==> src/hdl/ced_pkg.sv <==
// ----------------------------------------------------------------------------
// ced_pkg
// Shared types, character codes and the escape letter map for the C escape
// sequence decoder.
// ----------------------------------------------------------------------------
package ced_pkg;

  // Parser modes
  typedef enum logic [1:0] {
    MODE_NORMAL = 2'd0,
    MODE_ESCAPE = 2'd1,
    MODE_OCTAL  = 2'd2
  } mode_t;

  // Character codes
  localparam logic [7:0] CHAR_NUL       = 8'h00;
  localparam logic [7:0] CHAR_BACKSLASH = 8'h5C;
  localparam logic [7:0] CHAR_OCT_LO    = 8'h30;  // '0'
  localparam logic [7:0] CHAR_OCT_HI    = 8'h37;  // '7'
  localparam logic [7:0] CHAR_N         = 8'h6E;
  localparam logic [7:0] CHAR_T         = 8'h74;
  localparam logic [7:0] CHAR_B         = 8'h62;
  localparam logic [7:0] CHAR_R         = 8'h72;
  localparam logic [7:0] CHAR_F         = 8'h66;
  localparam logic [7:0] CHAR_V         = 8'h76;
  localparam logic [7:0] CHAR_A         = 8'h61;

  localparam logic [1:0] OCT_MAX_DIGITS = 2'd3;

  // One queued job: one or two decoded characters from a single input byte.
  // The last flag belongs to the final character of the job.
  typedef struct packed {
    logic       two;
    logic [7:0] byte0;
    logic [7:0] byte1;
    logic       last;
  } job_t;

  // Map an escaped letter to its control code; anything else is itself.
  function automatic logic [7:0] esc_map(input logic [7:0] b);
    logic [7:0] r;
    unique case (b)
      CHAR_N:  r = 8'd10;
      CHAR_T:  r = 8'd9;
      CHAR_B:  r = 8'd8;
      CHAR_R:  r = 8'd13;
      CHAR_F:  r = 8'd12;
      CHAR_V:  r = 8'd11;
      CHAR_A:  r = 8'd7;
      default: r = b;
    endcase
    return r;
  endfunction

endpackage

==> src/hdl/ced_if.sv <==
// ----------------------------------------------------------------------------
// ced_if
// Valid/ready channels for source characters and decoded characters.
// ----------------------------------------------------------------------------
interface ced_in_if;
  logic       valid;
  logic       ready;
  logic [7:0] in_byte;

  modport source (output valid, output in_byte, input ready);
  modport sink   (input valid, input in_byte, output ready);
endinterface

interface ced_out_if;
  logic       valid;
  logic       ready;
  logic [7:0] out_byte;
  logic       last;

  modport source (output valid, output out_byte, output last, input ready);
  modport sink   (input valid, input out_byte, input last, output ready);
endinterface

==> src/hdl/c_escape_sequence_decoder.sv <==
// ----------------------------------------------------------------------------
// c_escape_sequence_decoder
// Unescapes a C string presented one character per transaction.
// ----------------------------------------------------------------------------
// The block accepts one source byte every cycle while its queue has room. Each
// byte yields zero, one or two decoded characters, and the output stage sends
// one character per cycle while out_ch.ready is high, so a byte that closes an
// octal run and also produces its own character gives it two characters. A
// queue of QueueDepth jobs sits between the parser and the output register;
// input ready drops only when that queue is full. An accepted byte reaches the
// output through the queue storage and then the output register. A zero byte
// ends the string with a zero character flagged last, and the parser is then ready for the next string.
module c_escape_sequence_decoder #(
  parameter int QueueDepth = 4
) (
  input logic             clk,
  input logic             rst,
  ced_in_if.sink          in_ch,
  ced_out_if.source       out_ch
);

  logic          push;
  ced_pkg::job_t push_job;
  logic          q_not_full;
  logic          q_not_empty;
  logic          q_pop;
  ced_pkg::job_t q_head;

  ced_front u_front (
    .clk      (clk),
    .rst      (rst),
    .in_valid (in_ch.valid),
    .in_byte  (in_ch.in_byte),
    .in_ready (in_ch.ready),
    .push     (push),
    .job      (push_job),
    .q_ready  (q_not_full)
  );

  ced_queue #(
    .Depth (QueueDepth)
  ) u_queue (
    .clk       (clk),
    .rst       (rst),
    .push      (push),
    .push_job  (push_job),
    .not_full  (q_not_full),
    .not_empty (q_not_empty),
    .pop       (q_pop),
    .head      (q_head)
  );

  ced_back u_back (
    .clk       (clk),
    .rst       (rst),
    .q_valid   (q_not_empty),
    .q_job     (q_head),
    .q_pop     (q_pop),
    .out_valid (out_ch.valid),
    .out_ready (out_ch.ready),
    .out_byte  (out_ch.out_byte),
    .out_last  (out_ch.last)
  );

endmodule

==> src/hdl/ced_front.sv <==
// ----------------------------------------------------------------------------
// ced_front
// Parser: takes one source byte per transaction, tracks escape and octal
// state, and turns each byte into a job of zero, one or two characters.
// ----------------------------------------------------------------------------
module ced_front (
  input  logic          clk,
  input  logic          rst,
  input  logic          in_valid,
  input  logic [7:0]    in_byte,
  output logic          in_ready,
  output logic          push,
  output ced_pkg::job_t job,
  input  logic          q_ready
);

  ced_pkg::mode_t mode, mode_next;
  logic [8:0]     oct_val, oct_val_next;
  logic [1:0]     oct_cnt, oct_cnt_next;
  logic           fire;
  logic           is_oct;
  logic           emit;

  assign in_ready = q_ready;
  assign fire     = in_valid && q_ready;
  assign is_oct   = (in_byte >= ced_pkg::CHAR_OCT_LO) && (in_byte <= ced_pkg::CHAR_OCT_HI);
  assign push     = fire && emit;

  // Hold parser state; advance on each accepted transaction
  always_ff @(posedge clk) begin
    if (rst) begin
      mode    <= ced_pkg::MODE_NORMAL;
      oct_val <= '0;
      oct_cnt <= '0;
    end else if (fire) begin
      mode    <= mode_next;
      oct_val <= oct_val_next;
      oct_cnt <= oct_cnt_next;
    end
  end

  // Classify the byte against the current mode
  always_comb begin
    mode_next    = ced_pkg::MODE_NORMAL;
    oct_val_next = '0;
    oct_cnt_next = '0;
    emit         = 1'b0;
    job          = '0;
    unique case (mode)
      ced_pkg::MODE_OCTAL: begin
        if (is_oct) begin
          oct_val_next = {oct_val[5:0], in_byte[2:0]};
          oct_cnt_next = oct_cnt + 2'd1;
          if (oct_cnt_next == ced_pkg::OCT_MAX_DIGITS) begin
            // Third digit closes the run
            emit         = 1'b1;
            job.byte0    = oct_val_next[7:0];
            oct_val_next = '0;
            oct_cnt_next = '0;
          end else begin
            mode_next = ced_pkg::MODE_OCTAL;
          end
        end else begin
          // Flush the run, then treat the byte as plain
          emit      = 1'b1;
          job.byte0 = oct_val[7:0];
          if (in_byte == ced_pkg::CHAR_NUL) begin
            job.two   = 1'b1;
            job.byte1 = ced_pkg::CHAR_NUL;
            job.last  = 1'b1;
          end else if (in_byte == ced_pkg::CHAR_BACKSLASH) begin
            mode_next = ced_pkg::MODE_ESCAPE;
          end else begin
            job.two   = 1'b1;
            job.byte1 = in_byte;
          end
        end
      end
      ced_pkg::MODE_ESCAPE: begin
        if (in_byte == ced_pkg::CHAR_NUL) begin
          // Drop a dangling backslash before the terminator
          emit      = 1'b1;
          job.byte0 = ced_pkg::CHAR_NUL;
          job.last  = 1'b1;
        end else if (is_oct) begin
          mode_next    = ced_pkg::MODE_OCTAL;
          oct_val_next = {6'd0, in_byte[2:0]};
          oct_cnt_next = 2'd1;
        end else begin
          emit      = 1'b1;
          job.byte0 = ced_pkg::esc_map(in_byte);
        end
      end
      default: begin
        if (in_byte == ced_pkg::CHAR_NUL) begin
          emit      = 1'b1;
          job.byte0 = ced_pkg::CHAR_NUL;
          job.last  = 1'b1;
        end else if (in_byte == ced_pkg::CHAR_BACKSLASH) begin
          mode_next = ced_pkg::MODE_ESCAPE;
        end else begin
          emit      = 1'b1;
          job.byte0 = in_byte;
        end
      end
    endcase
  end

endmodule

==> src/hdl/ced_queue.sv <==
// ----------------------------------------------------------------------------
// ced_queue
// Small job queue between parser and output stage.
// ----------------------------------------------------------------------------
module ced_queue #(
  parameter int Depth = 4
) (
  input  logic          clk,
  input  logic          rst,
  input  logic          push,
  input  ced_pkg::job_t push_job,
  output logic          not_full,
  output logic          not_empty,
  input  logic          pop,
  output ced_pkg::job_t head
);

  localparam int PtrW = (Depth > 1) ? $clog2(Depth) : 1;
  localparam int CntW = $clog2(Depth + 1);
  localparam logic [PtrW-1:0] PtrLast = PtrW'(Depth - 1);
  localparam logic [CntW-1:0] CntFull = CntW'(Depth);

  ced_pkg::job_t   mem [Depth];
  logic [PtrW-1:0] wr_ptr, rd_ptr;
  logic [CntW-1:0] count;
  logic            do_push, do_pop;

  assign not_full  = (count != CntFull);
  assign not_empty = (count != '0);
  assign do_push   = push && not_full;
  assign do_pop    = pop && not_empty;
  assign head      = mem[rd_ptr];

  // Write storage
  always_ff @(posedge clk) begin
    if (do_push) begin
      mem[wr_ptr] <= push_job;
    end
  end

  // Advance pointers and occupancy
  always_ff @(posedge clk) begin
    if (rst) begin
      wr_ptr <= '0;
      rd_ptr <= '0;
      count  <= '0;
    end else begin
      if (do_push) begin
        wr_ptr <= (wr_ptr == PtrLast) ? '0 : wr_ptr + 1'b1;
      end
      if (do_pop) begin
        rd_ptr <= (rd_ptr == PtrLast) ? '0 : rd_ptr + 1'b1;
      end
      if (do_push && !do_pop) begin
        count <= count + 1'b1;
      end else if (do_pop && !do_push) begin
        count <= count - 1'b1;
      end
    end
  end

endmodule

==> src/hdl/ced_back.sv <==
// ----------------------------------------------------------------------------
// ced_back
// Output stage: holds one job in a register and sends its characters one
// transaction at a time.
// ----------------------------------------------------------------------------
module ced_back (
  input  logic          clk,
  input  logic          rst,
  input  logic          q_valid,
  input  ced_pkg::job_t q_job,
  output logic          q_pop,
  output logic          out_valid,
  input  logic          out_ready,
  output logic [7:0]    out_byte,
  output logic          out_last
);

  ced_pkg::job_t cur;
  logic          have;
  logic          second;
  logic          final_char;
  logic          out_fire;

  assign final_char = !cur.two || second;
  assign out_fire   = have && out_ready;
  assign q_pop      = q_valid && (!have || (out_fire && final_char));

  assign out_valid = have;
  assign out_byte  = second ? cur.byte1 : cur.byte0;
  assign out_last  = final_char && cur.last;

  // Control: load a new job or step to its second character
  always_ff @(posedge clk) begin
    if (rst) begin
      have   <= 1'b0;
      second <= 1'b0;
    end else if (q_pop) begin
      have   <= 1'b1;
      second <= 1'b0;
    end else if (out_fire) begin
      if (final_char) begin
        have   <= 1'b0;
        second <= 1'b0;
      end else begin
        second <= 1'b1;
      end
    end
  end

  // Payload
  always_ff @(posedge clk) begin
    if (q_pop) begin
      cur <= q_job;
    end
  end

endmodule

==> src/flat_wrapper.sv <==
// flat-port wrapper written by rule: the top's interface ports become plain ports
module c_escape_sequence_decoder_flat 
#(
  parameter int QueueDepth = 4
)
  (clk, rst, in_ch_valid, in_ch_in_byte, in_ch_ready, out_ch_valid, out_ch_out_byte, out_ch_last, out_ch_ready);
  ced_in_if in_ch_i ();
  ced_out_if out_ch_i ();
  input logic clk;
  input logic rst;
  input wire logic [$bits(in_ch_i.valid)-1:0] in_ch_valid;
  input wire logic [$bits(in_ch_i.in_byte)-1:0] in_ch_in_byte;
  output wire logic [$bits(in_ch_i.ready)-1:0] in_ch_ready;
  output wire logic [$bits(out_ch_i.valid)-1:0] out_ch_valid;
  output wire logic [$bits(out_ch_i.out_byte)-1:0] out_ch_out_byte;
  output wire logic [$bits(out_ch_i.last)-1:0] out_ch_last;
  input wire logic [$bits(out_ch_i.ready)-1:0] out_ch_ready;
  assign in_ch_i.valid = in_ch_valid;
  assign in_ch_i.in_byte = in_ch_in_byte;
  assign in_ch_ready = in_ch_i.ready;
  assign out_ch_valid = out_ch_i.valid;
  assign out_ch_out_byte = out_ch_i.out_byte;
  assign out_ch_last = out_ch_i.last;
  assign out_ch_i.ready = out_ch_ready;
  c_escape_sequence_decoder #(.QueueDepth(QueueDepth)) u_core (.clk(clk), .rst(rst), .in_ch(in_ch_i), .out_ch(out_ch_i));
endmodule
==> config.mk <==
export PLATFORM = sky130hd
export DESIGN_NAME = c_escape_sequence_decoder_flat
export DESIGN_NICKNAME = d
export VERILOG_FILES = /design/src/hdl/ced_pkg.sv /design/src/hdl/ced_if.sv /design/src/hdl/c_escape_sequence_decoder.sv /design/src/hdl/ced_front.sv /design/src/hdl/ced_queue.sv /design/src/hdl/ced_back.sv /design/src/flat_wrapper.sv
export SDC_FILE = /design/constraint.sdc
export NUM_CORES = 1
export LEC_CHECK = 0
export BUFFER_PORTS_ARGS = -buffer_cell sky130_fd_sc_hd__buf_2
export CORE_MARGIN = 8
export CORE_UTILIZATION = 50
export DETAILED_ROUTE_END_ITERATION = 16
export PLACE_DENSITY = 0.67
export SLEW_MARGIN = 20
export SYNTH_ARGS = -nofsm -noshare
export SYNTH_HDL_FRONTEND = slang
export SYNTH_SLANG_ARGS = --single-unit
==> constraint.sdc <==
create_clock -name clk -period 8.47 [get_ports clk]
set_clock_uncertainty 0.1 [all_clocks]
set_input_delay 0.4235 -clock clk [delete_from_list [all_inputs] [get_ports clk]]
set_output_delay 0.4235 -clock clk [all_outputs]
set_load 0.03 [all_outputs]
# After elaboration in Yosys (flattened, before gate mapping)
# Memories as Yosys holds them, arrays and structs flattened. A register that Yosys moved wholly into a read port is not among the register bits.
# Index checks and enable logic that the tools add are counted.
[classes] addsub=5 order_cmp=2 reduce_logical=24 n_mux=49 eq_ne=14
[op_table] op="$mux W8" n=10
[op_table] op="$eq A8 B7 Y1 const B" n=8
[op_table] op="$pmux W8 S7" n=1
[op_table] op="$pmux W8 S2" n=2
[op_table] op="$mux W1" n=20
[op_table] op="$mux W2" n=8
[op_table] op="$mux W3" n=4
[op_table] op="$logic_and A1 B1 Y1" n=11
[op_table] op="$mux W9" n=1
[op_table] op="$eq A2 B2 Y1 const B" n=4
[op_table] op="$ge A8 B6 Y1 const B" n=1
[op_table] op="$le A8 B6 Y1 const B" n=1
[op_table] op="$logic_not A8 Y1" n=1
[op_table] op="$pmux W2 S2" n=2
[op_table] op="$add A2 B1 Y2 const B" n=3
[op_table] op="$reduce_bool A2 Y1" n=3
[op_table] op="$logic_not A1 Y1" n=4
[op_table] op="$add A3 B1 Y3 const B" n=1
[op_table] op="$ne A3 B3 Y1 const B" n=1
[op_table] op="$reduce_bool A3 Y1" n=1
[op_table] op="$sub A3 B1 Y3 const B" n=1
[op_table] op="$eq A2 B1 Y1 const B" n=1
[op_table] op="$logic_or A1 B1 Y1" n=2
[op_table] op="$pmux W1 S2" n=1
[op_table] op="2 further kinds" n=2
[word_totals] reg_bits=21 mem_bits_rw=72 out_inout_bits=11 mem_count=1
[memory_table] name="u_core.u_queue.mem" depth=4 width=18 read_ports=1 rd_clocked_by_memory_dff=1 write_ports=1 line_no="ced_queue.sv:23" text="ced_pkg::job_t mem [Depth];"

# Logic depth before layout (Yosys ltp)
[depth] ltp_word=11 ltp_mapped=13

# Modules after synthesis
# From an unflattened synthesis, not the netlist that was laid out.
[hier_totals] hier_cells=336 hier_area_um2=4951.0
[modules_own_cells] mod="ced_queue" cells_each=142 n_inst=1 seq_area_each_um2=2342.2 area_per_inst_um2=3075.4
[modules_own_cells] mod="ced_front" cells_each=154 n_inst=1 seq_area_each_um2=240.2 area_per_inst_um2=1114.8
[modules_own_cells] mod="ced_back" cells_each=40 n_inst=1 seq_area_each_um2=580.6 area_per_inst_um2=760.7

# Worst setup path before layout
# Ideal clock, no wire load.
[synth_timing] path_type="register -> register" startpoint="reg u_core.u_front.mode[0]" endpoint="reg u_core.u_queue.count[2]" path_slack_ns=5.556 arrival_time_ns=2.743 setup_ns=0.071 synth_period_minus_slack_ns=2.914 stages_incl_launch_ff=14 path_cell_list="dfxtp_1 -> inv_1 -> ha_1 -> clkbuf_1 -> nor2_1 -> a31oi_1 -> o31ai_1 -> a211oi_2 -> ha_1 -> inv_1 -> fa_1 -> xor2_1 -> or3_1 -> a21oi_1"
[synth_between] elab_chain_cells=7 elab_cells_between_ends=10
[synth_lines] element="start: declaration" line_no="ced_front.sv:17" text="ced_pkg::mode_t mode, mode_next;"
[synth_lines] element="start signal: assignment" line_no="ced_front.sv:32" text="mode <= ced_pkg::MODE_NORMAL;"
[synth_lines] element="start signal: assignment" line_no="ced_front.sv:36" text="mode <= mode_next;"
[synth_lines] element="$eq A2 B1 Y1 or $eq A2 B2 Y1 (tied branches)" line_no="ced_front.sv:49" text="unique case (mode)"
[synth_lines] element="$pmux W1 S2 *" line_no="ced_front.sv:49"
[synth_lines] element="$logic_and A1 B1 Y1 *" line_no="ced_front.sv:27" text="assign push = fire && emit;"
[synth_lines] element="$logic_and A1 B1 Y1 *" line_no="ced_queue.sv:30" text="assign do_push = push && not_full;"
[synth_lines] element="net u_core.u_queue.do_push" line_no="ced_queue.sv:26" text="logic do_push, do_pop;"
[synth_lines] element="$logic_not A1 Y1" line_no="ced_queue.sv:56" text="end else if (do_pop && !do_push) begin"
[synth_lines] element="$logic_and A1 B1 Y1" line_no="ced_queue.sv:56"
[synth_lines] element="$reduce_bool A2 Y1 (no source line)"
[synth_lines] element="end signal: assignment" line_no="ced_queue.sv:55" text="count <= count + 1'b1;"
[synth_lines] element="end signal: assignment" line_no="ced_queue.sv:57" text="count <= count - 1'b1;"
[synth_lines] element="end: declaration" line_no="ced_queue.sv:25" text="logic [CntW-1:0] count;"
# The timed path passes the listed nets; every way through them passes the cells marked *.
# A chain may end at the register's enable or synchronous reset.

# Worst setup path in the final report
# Ends and elaborated chain as after synthesis.

==> flow_summary.toml <==
[grt]
grt_first_pass_wirelength_um = 14080
grt_max_degree = 22
busiest_layer = "met2"
use_met1 = 0.1766
grt_util_met2 = 0.2281
grt_pass1_vias = 2765
grt_antenna_before_repair = 0
use_met3 = 0.03099
grt_use_total = 0.1399
grt.overflow.total = 0

[logic_synthesis]
synth-seq-cells = 111
avgSynthCellArea_um2 = 14.56
synth.top_cells.by_count = "edfxtp_1 (90), dfxtp_1 (21), mux4_2 (18), a21oi_1 (17), clkbuf_1 (17)"
synth.area.top_cells = "edfxtp_1 (55%), dfxtp_1 (8.6%), mux4_2 (8.3%), ha_1 (2.1%), mux2_2 (1.8%)"
yosys_warnings = 0
synth-edff-count = 90
synth_flop_cell = "edfxtp_1"
yosys.area.top_type_share = 0.5541
synth_cell_types = 48
syn_inst = 335
synth_most_common_cell = "edfxtp_1"
syn_area_um2 = 4877
yosys.area.top_type = "edfxtp_1"
async_flop_share = 0
ys_seq_area_frac = 0.6403
syn-num-nets = 356

[critical_path]
r2r_cells = 12
cp.arrival_ns = 3.54
worstPathRequired_ns = 8.68
cp_max_fo = 19
crit_path_end = "u_core.u_queue.count[2]$_SDFFE_PP0P_"
path_class = "register to register"
cp-end-kind = "register"
startpoint = "u_core.u_front.mode[0]$_SDFFE_PP0P_"
cp-start-kind = "register"
timing.rr.end = "u_core.u_queue.count[2]$_SDFFE_PP0P_"
r2r_setup_slack_ns = 5.14
timing.rr.start = "u_core.u_front.mode[0]$_SDFFE_PP0P_"

[run_status]
status = "completed"

[timing]
setup_ws_ns = 5.143
tns_ns = 0
fin_crit_sh = 0.3928
timing.fmax_mhz = 300.6
hold_violations = 0
rsz0062_at_grt = "no"
final.min_clock_period_ns = 3.327
tightest_slew_ns = 0.9306
setup_viol = 0
maxSlewHeadroom = 0.3796
drv_slew = 0

[pwr]
clkPwrFrac = 0.216
switching_power_w = 0.0004476
combPwrFrac = 0.255
internal_power_w = 0.0009847
ir_drop_v = 0.00009707
finalPower_w = 0.001432
p_sw_frac = 0.3125
power.density_nw_per_um2 = 269.8
seqPwrFrac = 0.529
power.leakage_nw = 1.851

[floorplanning]
die-area_um2 = 13170
start_util = 0.5060
die_h_um = 114.8
die_x_um = 114.8
io_pins = 23
core_region_area_um2 = 9639
rows = 36

[min_path]
min_path_type = "primary input to register"

[cells_and_area]
final_nets = 374
drive_gt1_frac = 0.2067
num-fill-cells = 825
syn2layout_area_growth_pct = 8.825
diodes = 0

[placed_design]
place_ws_ns = 5.146
dpl.hpwl_um = 5907
gp_congestion = 0.8800
io_buffer_count = 22

[clock_network]
cts_root_buf = "clkbuf_8"
post-cts-setup-buffers = 0
cts_resized = 0
numClockSinks = 111
cts_hold_buf = 0
clock_path_buffers = 2
cts_tree = "done"
clk_latency_ns = 0.38
cts_buffers = 9
htree_levels = 3
clkTransAtPathRegs_ns = 0.10

[detailed_routing]
wl_per_cell_um = 17.58
drt-initial-drc-count = 146
drt-vias-per-instance = 5.670
routed_wl_um = 8633
vias = 2784
drtPass1Iterations = 4
drcViolationCount = 0
antenna_left = 0

[flow_run]
max-cap-violations = 0
layout by cell type, fill, tap and decap left out, drive strengths merged, types with 7 or more instances in the layout:
| cell | instances |
|---|---|
| a21oi | 17 |
| a22o | 8 |
| and2 | 7 |
| and3 | 7 |
| buf | 24 |
| clkbuf | 9 |
| dfxtp | 21 |
| edfxtp | 90 |
| ha | 8 |
| inv | 15 |
| mux2 | 9 |
| mux4 | 18 |
| nand2 | 13 |
| nand2b | 10 |
| nor2 | 15 |
| nor3 | 15 |
| o21ai | 7 |
power by group through the flow:
stage	sequential [W]	combinational, W	clock (W)
global placement	0.000770	0.000367	0
detailed placement	0.000774	0.000373	0
finish	0.000758	0.000365	0.000309
CTS	0.000761	0.000375	0.000316
global route	0.000772	0.000400	0.000334
floorplan	0.000742	0.000303	0
per-layer routing:
metal  vias up  share of wire
met2        77           0.48
met4         0          0.014
met1      1363           0.45
met3        11          0.055
met5         -              0
li1       1333              -
state kept, by name, indices dropped and copies added (netlist names):
register and flops:
u_core.u_back.cur 18, u_core.u_front.oct_cnt 2, u_core.u_front.mode 2, u_core.u_queue.rd_ptr 2
u_core.u_back.out_valid 1, u_core.u_front.oct_val 8, u_core.u_queue.mem 72, u_core.u_back.second 1
u_core.u_queue.wr_ptr 2, u_core.u_queue.count 3
critical path, stage by stage, from the launching register on:
cell      delay, ns
dfxtp_1        0.36
inv_1          0.06
ha_1           0.62
nor3_1         0.10
a31oi_1        0.20
o31ai_1        0.11
a211oi_2       0.39
ha_1           0.26
inv_1          0.06
fa_1           0.38
xor2_1         0.18
or3_1          0.31
a21oi_1        0.13
stage by stage:
| stage | cell area [um^2] | util | cells | hold slack [ns] |
|---|---|---|---|---|
| 3_5_place_dp | 5109 | 0.5300 | 475 | 0.3697 |
| 4_1_cts | 5308 | 0.5506 | 491 | 0.2353 |
| 5_1_grt | 5308 | 0.5506 | 491 | 0.2732 |
| 6_report | 5308 | 0.5506 | 491 | 0.2487 |
| 3_3_place_gp | 5109 | 0.5300 | 475 | 0.3546 |
| 2_1_floorplan | 4877 | - | 335 | 0.3450 |
layout make-up:
type | instances | area (um^2) | area share
Sequential cell | 111 | 3123 | 0.5884
Multi-Input combinational cell | 195 | 1649 | 0.3107
Tap cell | 133 | 166.4 | 0.03135
Timing Repair Buffer | 24 | 125.1 | 0.02357
Clock buffer | 9 | 123.9 | 0.02334
Clock inverter | 7 | 75.07 | 0.01414
Inverter | 12 | 45.04 | 0.008487
worst min-delay path by stage:
stage                                                       from                                endpoint  cells past startpoint
after CTS                                           out_ch_ready       u_core.u_back.second$_SDFFE_PP0P_                      3
after detailed placement  u_core.u_front.oct_val[6]$_SDFFE_PP0P_  u_core.u_front.oct_val[6]$_SDFFE_PP0P_                      1
after floorplan           u_core.u_front.oct_cnt[1]$_SDFFE_PP0P_  u_core.u_front.oct_cnt[1]$_SDFFE_PP0P_                      2
final                                               out_ch_ready       u_core.u_back.second$_SDFFE_PP0P_                      3
after global routing                                out_ch_ready       u_core.u_back.second$_SDFFE_PP0P_                      3
after global placement    u_core.u_front.oct_cnt[1]$_SDFFE_PP0P_  u_core.u_front.oct_cnt[1]$_SDFFE_PP0P_                      2
logic make-up (layout without fill, tap and decap cells):
family | count (synthesis) | in the layout | share of synthesized area
AOI/OAI and AO/OA | 55 | 55 | 0.07696
xor gates and xnor gates | 3 | 3 | 0.005388
adders and majority gates | 9 | 9 | 0.02463
buffers and inverters | 29 | 52 | 0.02232
DFF | 111 | 111 | 0.6403
muxes | 32 | 32 | 0.1142
and+or+nand+nor | 96 | 96 | 0.1162
Note: power is estimated with default switching activity, not from simulation.
